$ cat src/sv/wfsa_pkg.sv
// Package for the worst-fit segment allocator: shared types, codes and constants.
// Used by wfsa_cell and worst_fit_segment_allocator; depends on nothing.
package wfsa_pkg;

   localparam int MAX_SEGMENTS_DEF = 64;
   localparam int HEAP_BYTES       = 65536;
   localparam logic [16:0] HEAP_MAX = 17'(HEAP_BYTES);

   localparam logic [1:0] ST_DONE     = 2'd0;
   localparam logic [1:0] ST_NOFIT    = 2'd1;
   localparam logic [1:0] ST_NOTFOUND = 2'd2;
   localparam logic [1:0] ST_FULL     = 2'd3;

   localparam logic FUNC_ALLOC = 1'b0;
   localparam logic FUNC_FREE  = 1'b1;

   typedef enum logic [2:0] {
      S_IDLE,
      S_SCAN,
      S_ALLOC,
      S_FIND,
      S_MERGE_NEXT,
      S_MERGE_PREV
   } state_type;

   typedef enum logic [2:0] {
      C_HOLD,
      C_CLEAR,
      C_MARK,
      C_FREE,
      C_SPLIT,
      C_MERGE
   } cell_op_type;

   // One table entry. An entry with zero length is unused.
   typedef struct packed {
      logic [15:0] start;
      logic [16:0] len;
      logic        used;
   } seg_type;

   // Command broadcast to every cell.
   typedef struct packed {
      cell_op_type op;
      logic [16:0] size;
      logic [15:0] where;
      logic [16:0] heap;
   } cmd_type;

endpackage

$ cat src/sv/wfsa_cell.sv
// One cell of the segment chain: holds one table entry and one stage of the
// worst-fit search token. Depends on wfsa_pkg.
module wfsa_cell #(
   parameter int MAX_SEGMENTS = wfsa_pkg::MAX_SEGMENTS_DEF,
   parameter int K            = 0,
   localparam int IW          = $clog2(MAX_SEGMENTS)
) (
   input  logic                clock,
   input  logic                reset,
   input  wfsa_pkg::cmd_type   cmd,
   input  logic [IW-1:0]       cmd_idx,
   input  wfsa_pkg::seg_type   left,
   input  wfsa_pkg::seg_type   right,
   output wfsa_pkg::seg_type   seg,
   input  logic                tok_found_in,
   input  logic [16:0]         tok_len_in,
   input  logic [IW-1:0]       tok_idx_in,
   input  logic [15:0]         tok_start_in,
   output logic                tok_found_out,
   output logic [16:0]         tok_len_out,
   output logic [IW-1:0]       tok_idx_out,
   output logic [15:0]         tok_start_out,
   output logic                hit,
   output logic                pair
);
   import wfsa_pkg::*;

   localparam logic [IW:0]   KI = (IW+1)'(K);
   localparam logic [IW-1:0] KS = IW'(K);

   seg_type       seg_ff, seg_in;
   logic          found_ff, found_in;
   logic [16:0]   len_ff, len_in;
   logic [IW-1:0] idx_ff, idx_in;
   logic [15:0]   start_ff, start_in;
   logic          cand, take;

   always_comb begin
      seg_in = seg_ff;
      case (cmd.op)
         C_CLEAR: begin
            seg_in.start = '0;
            seg_in.len   = (K == 0) ? cmd.heap : '0;
            seg_in.used  = 1'b0;
         end
         C_MARK: begin
            if (cmd_idx == KS) seg_in.used = 1'b1;
         end
         C_FREE: begin
            if (cmd_idx == KS) seg_in.used = 1'b0;
         end
         C_SPLIT: begin
            if (cmd_idx == KS) begin
               seg_in.len  = cmd.size;
               seg_in.used = 1'b1;
            end else if (KI == {1'b0, cmd_idx} + 1'b1) begin
               seg_in.start = 16'(left.start + cmd.size);
               seg_in.len   = left.len - cmd.size;
               seg_in.used  = 1'b0;
            end else if (KI > {1'b0, cmd_idx} + 1'b1) begin
               seg_in = left;
            end
         end
         C_MERGE: begin
            if (cmd_idx == KS) begin
               seg_in.len = seg_ff.len + right.len;
            end else if (KI > {1'b0, cmd_idx}) begin
               seg_in = right;
            end
         end
         default: seg_in = seg_ff;
      endcase
   end

   // Search stage: keep the longest fitting free entry, earliest on a tie.
   always_comb begin
      cand     = (seg_ff.len != '0) && !seg_ff.used && (seg_ff.len >= cmd.size);
      take     = cand && (!tok_found_in || (seg_ff.len > tok_len_in));
      found_in = tok_found_in || cand;
      len_in   = take ? seg_ff.len   : tok_len_in;
      idx_in   = take ? KS           : tok_idx_in;
      start_in = take ? seg_ff.start : tok_start_in;
   end

   always_ff @(posedge clock) begin
      if (reset) begin
         seg_ff.start <= '0;
         seg_ff.len   <= (K == 0) ? HEAP_MAX : '0;
         seg_ff.used  <= 1'b0;
         found_ff     <= 1'b0;
      end else begin
         seg_ff   <= seg_in;
         found_ff <= found_in;
      end
      len_ff   <= len_in;
      idx_ff   <= idx_in;
      start_ff <= start_in;
   end

   assign seg           = seg_ff;
   assign tok_found_out = found_ff;
   assign tok_len_out   = len_ff;
   assign tok_idx_out   = idx_ff;
   assign tok_start_out = start_ff;
   assign hit  = (seg_ff.len != '0) && (seg_ff.start == cmd.where);
   assign pair = (seg_ff.len != '0) && !seg_ff.used && (right.len != '0) && !right.used;

endmodule

$ cat config.mk
export PLATFORM = sky130hd
export DESIGN_NAME = wfsa_cell
export DESIGN_NICKNAME = d
export VERILOG_FILES = /design/src/sv/wfsa_pkg.sv /design/src/sv/wfsa_cell.sv
export SDC_FILE = /design/constraint.sdc
export NUM_CORES = 1
export LEC_CHECK = 0
export BUFFER_PORTS_ARGS = -buffer_cell sky130_fd_sc_hd__buf_4
export CORE_ASPECT_RATIO = 0.8
export CORE_MARGIN = 2
export CORE_UTILIZATION = 56
export CTS_BUF_LIST = sky130_fd_sc_hd__clkbuf_8
export DETAILED_ROUTE_END_ITERATION = 12
export PLACE_DENSITY = 0.94
export SYNTH_ARGS = -nofsm -noshare
export SYNTH_HDL_FRONTEND = slang
export SYNTH_SLANG_ARGS = --single-unit
$ cat constraint.sdc
create_clock -name clock -period 5.3 [get_ports clock]
set_input_delay 1.06 -clock clock [delete_from_list [all_inputs] [get_ports clock]]
set_output_delay 1.06 -clock clock [all_outputs]
set_load 0.05 [all_outputs]
==> run metrics, run 1 <==
status=finished, final reports clean; Switching Power=767 µW; syn nets=about 1100; fmax=around 290 MHz; Slew HR=between 40% and 50%; synth top area cells=dfxtp_1 (22%), ha_1 (16%), mux2_2 (5.8%), nor2_1 (5.0%), a21oi_1 (4.7%); Synth Area in Compound Gates=25.1%; CTS-repair resized insts=0; Placer Congestion=between 0.9 and 1; wire length per cell=18.5 µm; power share of the combinational group=between 40% and 50%; Synth top area share=22.3%; Synth Instances=826; Synth area leader=dfxtp_1; number of synthesized flops with an enable pin=0; final wirelength=22.1 mm; Crit path required time=~5600 ps; met1 WL=between 9 and 10 mm; IO Pins=approximately 250; worst vdd ir=0.144 mV; count leader, synth=nor2_1; Detailed Routing Iterations Pass 1=5; Skew-Pair Late Insertion Delay=approximately 360 ps; Vias/cell=6.09; pin count of the biggest net entering global routing=40; Avg Cell Area, Syn=8.06 µm²; die area=between 10000 and 15000 µm²; clk root buf=clkbuf_8; clk slew on worst S/H paths=90 ps; chip width=roughly 130 µm; worst-path cell chain=buf_4, inv_1, ha_1, nor2b_1, o21ai_0, nand2b_1, a21oi_1, o211a_1, o21ai_0, a41oi_1, a21o_1, buf_4, mux2_2; Initial DRC Count=460; Pwr Density=about 220 nW/µm²; slowest stage delay, CP=between 400 and 500 ps; Simple-Gate Fraction of Synth Area=18.7%; count of different cell masters after synthesis=75; Hold Path Class=reg -> reg; RSZ-0062 raised after global routing=no; Max Clock Skew=around 12 ps; CTS Buf Count=9; P_leak=between 4 and 5 nW; commonest cells in the netlist=nor2_1 (88), ha_1 (84), dfxtp_1 (74); die height=between 100 and 150 µm; initial antenna violation count=0; adder-cell share of the synthesized area=between 10% and 20%; Clk pwr share=around a quarter; synth-to-layout area growth=30.3%; post-synthesis mux area share=between 6 and 7%; CTS tree=built; Post-CTS Setup Repair Bufs=0; worst slew pin tran=between 800 and 900 ps; Final Hold Viols=0; port buffer count=228; layout cell share with drive strength beyond 1=between 20 and 30%; Tmin final=around 3500 ps; met3 wire len=between 2 and 2.5 mm; Final nets=roughly 1300; number of global-route vias before repair=approximately 7000; drc violations=0; CP startpoint kind=primary input; Post-Synth XOR/XNOR Area=under 10%; switching share of power=roughly two fifths; CP top delay family=compound AO/OA/AOI/OAI gates; Seq pwr share=roughly a third; fin crit share=65.9%; Setup CP Type=in -> reg; Main synth FF type=dfxtp_1; Congestion Overflow GR=0; Synth Register Bits=74; Post-CTS Hold Buffers=0; setup slack, reg-to-reg=roughly 2100 ps; main combinational cell family by area after synthesis=compound AO/OA/AOI/OAI gates; antenna cell count=0; sequential area share after synthesis=around 22%; post-DP HPWL=roughly 17 mm; max layer used=met4; Worst setup EP type=register; setup_tns=0 ps; first-pass GRT wire length=approximately 35 mm; Routed Antenna Nets=0; Tot Pwr=~1.9 mW; Crit-path slowest cell=buf_4; Initial Util=between 50% and 60%; max cap viols=0; crit path max fanout=39; worst path bufs/invs=3; Sink Count=74; Tot GR Track Use=34.0%; Worst Path Arrival=around 3700 ps; fin. max-slew vios=0; DR vias=7271; Int Pwr=about 1.2 mW; share of synthesized registers carrying an async set or reset=0%; H-tree depth=3; row cnt=35; Post-Syn Area=around 6700 µm²; Setup violations, final=0; Longest Clk Path Bufs=2; CORE AREA=about 12000 µm²; metal2 WL=10.1 mm; YS warnings=0
==> cell families after synthesis <==
family	Yosys count
AND/OR/NAND/NOR	255
adder cells (fa/ha/maj)	87
flip-flops	74
multiplexers	39
XOR/XNOR	42
AO/OA/AOI/OAI	244
buffers and inverters	85
==> sequential cells by signal, summed over array words and instances, names as in the netlist <==
signal	cells
seg	34
tok_len_out	17
tok_start_out	16
tok_idx_out	6
tok_found_out	1
==> worst register-to-register path, delay by kind of cell (launching register included) <==
kind | cells | cell delay (ps)
buf+inv | 1 | 410
mux | 1 | 430
compound gates | 6 | 1060
flops | 1 | 630
fa+ha+maj | 1 | 330
simple gates | 2 | 200
==> area by class of cell <==
| type | instances | area [µm²] |
|---|---|---|
| clock inverter | 7 | 82.6 |
| inverter | 54 | 203 |
| clock buffer | 9 | 124 |
| multi-input combinational | 667 | 4840 |
| fill | 865 | 2890 |
| timing repair buffer | 234 | 1760 |
| tap | 148 | 185 |
| sequential | 74 | 1480 |
==> metrics by stage <==
stage	worst slack (ps)	area [µm²]	hold slack, ps	util (%)	instances
floorplan	1780	6660	678	-	826
global placement	1490	8460	491	73.2	1177
detailed placement	1500	8460	475	73.2	1177
CTS	1870	8670	486	75.0	1193
global route	1640	8670	504	75.0	1193
finish	1810	8670	498	75.0	1193
==> worst paths after layout <==
path	startpoint	endpoint	depth (start not counted)
worst max-delay path	cmd[34]	tok_start_out[10]	13
worst min-delay path	seg[0]	seg[0]	2
worst max register to register	seg[2]	tok_start_out[10]	11
worst min register to register	seg[0]	seg[0]	2
==> routing by layer <==
metal / track usage [%] / up-vias
li1: - / 3491
met1: 43.8 / 3356
met2: 54.8 / 356
met3: 8.19 / 68
met4: 14.8 / 0
met5: 0 / -
==> power groups by stage <==
stage	Clock (mW)	Sequential (mW)	Combinational (mW)
after detailed placement	0	0.657	0.812
final	0.467	0.645	0.826
after floorplan	0	0.813	0.385
after CTS	0.472	0.644	0.818
after global placement	0	0.656	0.791
after global routing	0.493	0.649	0.891
==> cell usage in the layout (no fill, tap or decap), types with 7 or more instances in the layout <==
cell type / count
a211oi_1: 20
nand2b_1: 7
nor2_1: 88
a21o_1: 14
o211ai_1: 14
inv_1: 54
a311oi_1: 7
dfxtp_1: 74
nand4_1: 14
mux2_2: 34
a22oi_1: 9
nor3_1: 19
xor2_1: 29
o21a_1: 9
nor4_1: 17
clkbuf_8: 9
and2_1: 8
buf_4: 234
ha_1: 84
xnor2_1: 13
o21ai_0: 43
o31ai_1: 7
nand2_1: 48
a21oi_1: 63
and3_1: 7
nand3_1: 14
nand3b_1: 7
nor2b_1: 9
Power figures use the tool's default switching activity.
==> inputs of run 2 (changes only) <==
CORE_UTILIZATION = 52   (was 56)
PLACE_DENSITY = 0.89   (was 0.94)
clock period = 3.45 ns   (was 5.3 ns; I/O delays follow)
==> run 2 against run 1 <==
Compared with the run above: global-route usage is 2.8 points lower; final cell count is 2.7% higher; combinational power is 55% higher; clock skew is 4.6 ps lower; critical endpoint is now seg[17]; highest routed layer unchanged.
==> run metrics, run 2 (synthesized netlist as in run 1, its figures left out) <==
worst vdd ir=0.183 mV (was 0.144 mV); die height=105 µm (was 102 µm); Post-CTS Setup Repair Bufs=0 (unchanged); fmax=326 MHz; most frequent cells in the layout=buf_4 (241), nor2_1 (88), ha_1 (84), dfxtp_1 (74), a21oi_1 (63) (was buf_4 (234), nor2_1 (88), ha_1 (84), dfxtp_1 (74), a21oi_1 (63)); crit path max fanout=6 (was 39); Routed Antenna Nets=0 (unchanged); initial antenna violation count=0 (unchanged); Worst Hold Depth=2 (unchanged); CTS Buf Count=9 (unchanged); max reg flops=34 (unchanged); Slew HR=52.0% (was 45.2%); Worst Path Arrival=3320 ps (was 3740 ps); Final nets=1305 (was 1296); Tot Pwr=3.00 mW (was 1.94 mW); Tot GR Track Use=31.2% (was 34.0%); worst slew pin tran=720 ps (was 822 ps); Initial DRC Count=599 (was 460); final wirelength=22.1 mm (about the same); non-filler cells, final=1225 (was 1193); hold path start=tok_idx_in[3] (was seg[0]); DR vias=7221 (was 7271); antenna cell count=0 (unchanged); number of global-route vias before repair=6619 (was 6948); slowest stage delay, CP=430 ps (was 410 ps); Worst setup EP type=register (unchanged); fin. max-slew vios=0 (unchanged); Setup violations, final=0 (unchanged); Pwr Density=341 nW/µm² (was 224 nW/µm²); Placed Area=8590 µm² (was 8460 µm²); Placer Congestion=0.930 (was 0.923); clk slew on worst S/H paths=90 ps (about the same); RR Startpoint=seg[1] (was seg[2]); Congestion Overflow GR=0 (unchanged); row cnt=36 (was 35); first-pass GRT wire length=33.5 mm (was 34.7 mm); drc violations=0 (unchanged); port buffer count=228 (unchanged); fin crit share=about nine tenths; CTS-repair resized insts=0 (unchanged); Vias/cell=5.89 (was 6.09); P_leak=4.26 nW (was 4.20 nW); CP startpoint=seg[1] (was cmd[34]); die area=13700 µm² (was 12800 µm²); wire length per cell=18.0 µm (was 18.5 µm); placed cells=1209 (was 1177); Hold Path Class=in -> reg (was reg -> reg); status=finished, final reports clean (unchanged); pin count of the biggest net entering global routing=48 (was 40); CORE AREA=12300 µm² (was 11600 µm²); Detailed Routing Iterations Pass 1=6 (was 5); FF-to-FF path depth=11 (unchanged); Setup CP Type=reg -> reg (was in -> reg); CTS tree=built (unchanged); Longest Clk Path Bufs=2 (unchanged); CP startpoint kind=register (was primary input); IO Pins=245 (unchanged); max cap viols=0 (unchanged); layout cell share with drive strength beyond 1=29.5% (was 28.9%); chip width=130 µm (was 126 µm); Crit-path slowest cell=dfxtp_1 (was buf_4); Final Hold Viols=0 (unchanged); Initial Util=53.9% (was 57.6%); synth-to-layout area growth=32.1% (was 30.3%); Max Clock Skew=7.40 ps (was 12.0 ps); setup_tns=0 ps (unchanged); clk root buf=clkbuf_8 (unchanged); Skew-Pair Late Insertion Delay=370 ps (was 360 ps); commonest non-fill, non-tap cell in the layout=buf_4 (unchanged); post-DP HPWL=17.5 mm (was 17.4 mm); design area=8790 µm² (was 8670 µm²); final cell utilization of the core=71.2% (was 75.0%); Post-CTS Hold Buffers=0 (unchanged); H-tree depth=3 (unchanged); RSZ-0062 raised after global routing=no (unchanged); Crit path required time=3700 ps (was 5550 ps); Tmin final=around 3100 ps; worst-path cell chain=ha_1, fa_1, a211o_1, a21o_1, a311o_1, o211ai_2, buf_4, a21oi_1, xnor2_1, a211oi_1, a31oi_1 (was buf_4, inv_1, ha_1, nor2b_1, o21ai_0, nand2b_1, a21oi_1, o211a_1, o21ai_0, a41oi_1, a21o_1, buf_4, mux2_2); Sink Count=74 (unchanged)
[run 2: power by group]
group | internal [mW] | total, mW | switching (mW)
Sequential | 0.928 | 0.992 | 0.0641
Combinational | 0.538 | 1.28 | 0.742
Clock | 0.348 | 0.726 | 0.378
Total | 1.81 | 3.00 | 1.18
[run 2: layout make-up]
class | instances | area (µm²)
Sequential cell | 74 | 1480
Tap cell | 171 | 214
Fill cell | 1018 | 3550
Clock buffer | 9 | 124
Inverter | 54 | 203
Multi-Input combinational cell | 667 | 4840
Timing Repair Buffer | 243 | 1850
Clock inverter | 7 | 83.8
[run 2: worst paths after layout]
path | end | slack (ps)
setup / recovery | seg[17] | 380
hold / removal | tok_idx_out[3] | 520
setup reg to reg | seg[17] | 380
hold reg to reg | seg[0] | 520
[run 2: metal layers]
| layer | global-route usage, % | part of all wire, % |
|---|---|---|
| met1 | 42.6 | 43 |
| met2 | 51.0 | 46 |
| met5 | 0 | 0 |
| met3 | 4.76 | 8.5 |
| met4 | 8.51 | 2.1 |
[run 2: critical path, delay by kind of cell, from the launching register on]
family	cells	cell delay [ps]
DFF	1	430
xor gates and xnor gates	1	140
buffers and inverters	1	140
AOI/OAI and AO/OA	7	1540
adders and majority gates	2	700
[run 2: stage by stage]
step,setup WS [ps],hold WS (ps)
final,378,516
after global routing,218,504
after CTS,403,511
after detailed placement,63.7,504
after global placement,61.6,494
after floorplan,296,678
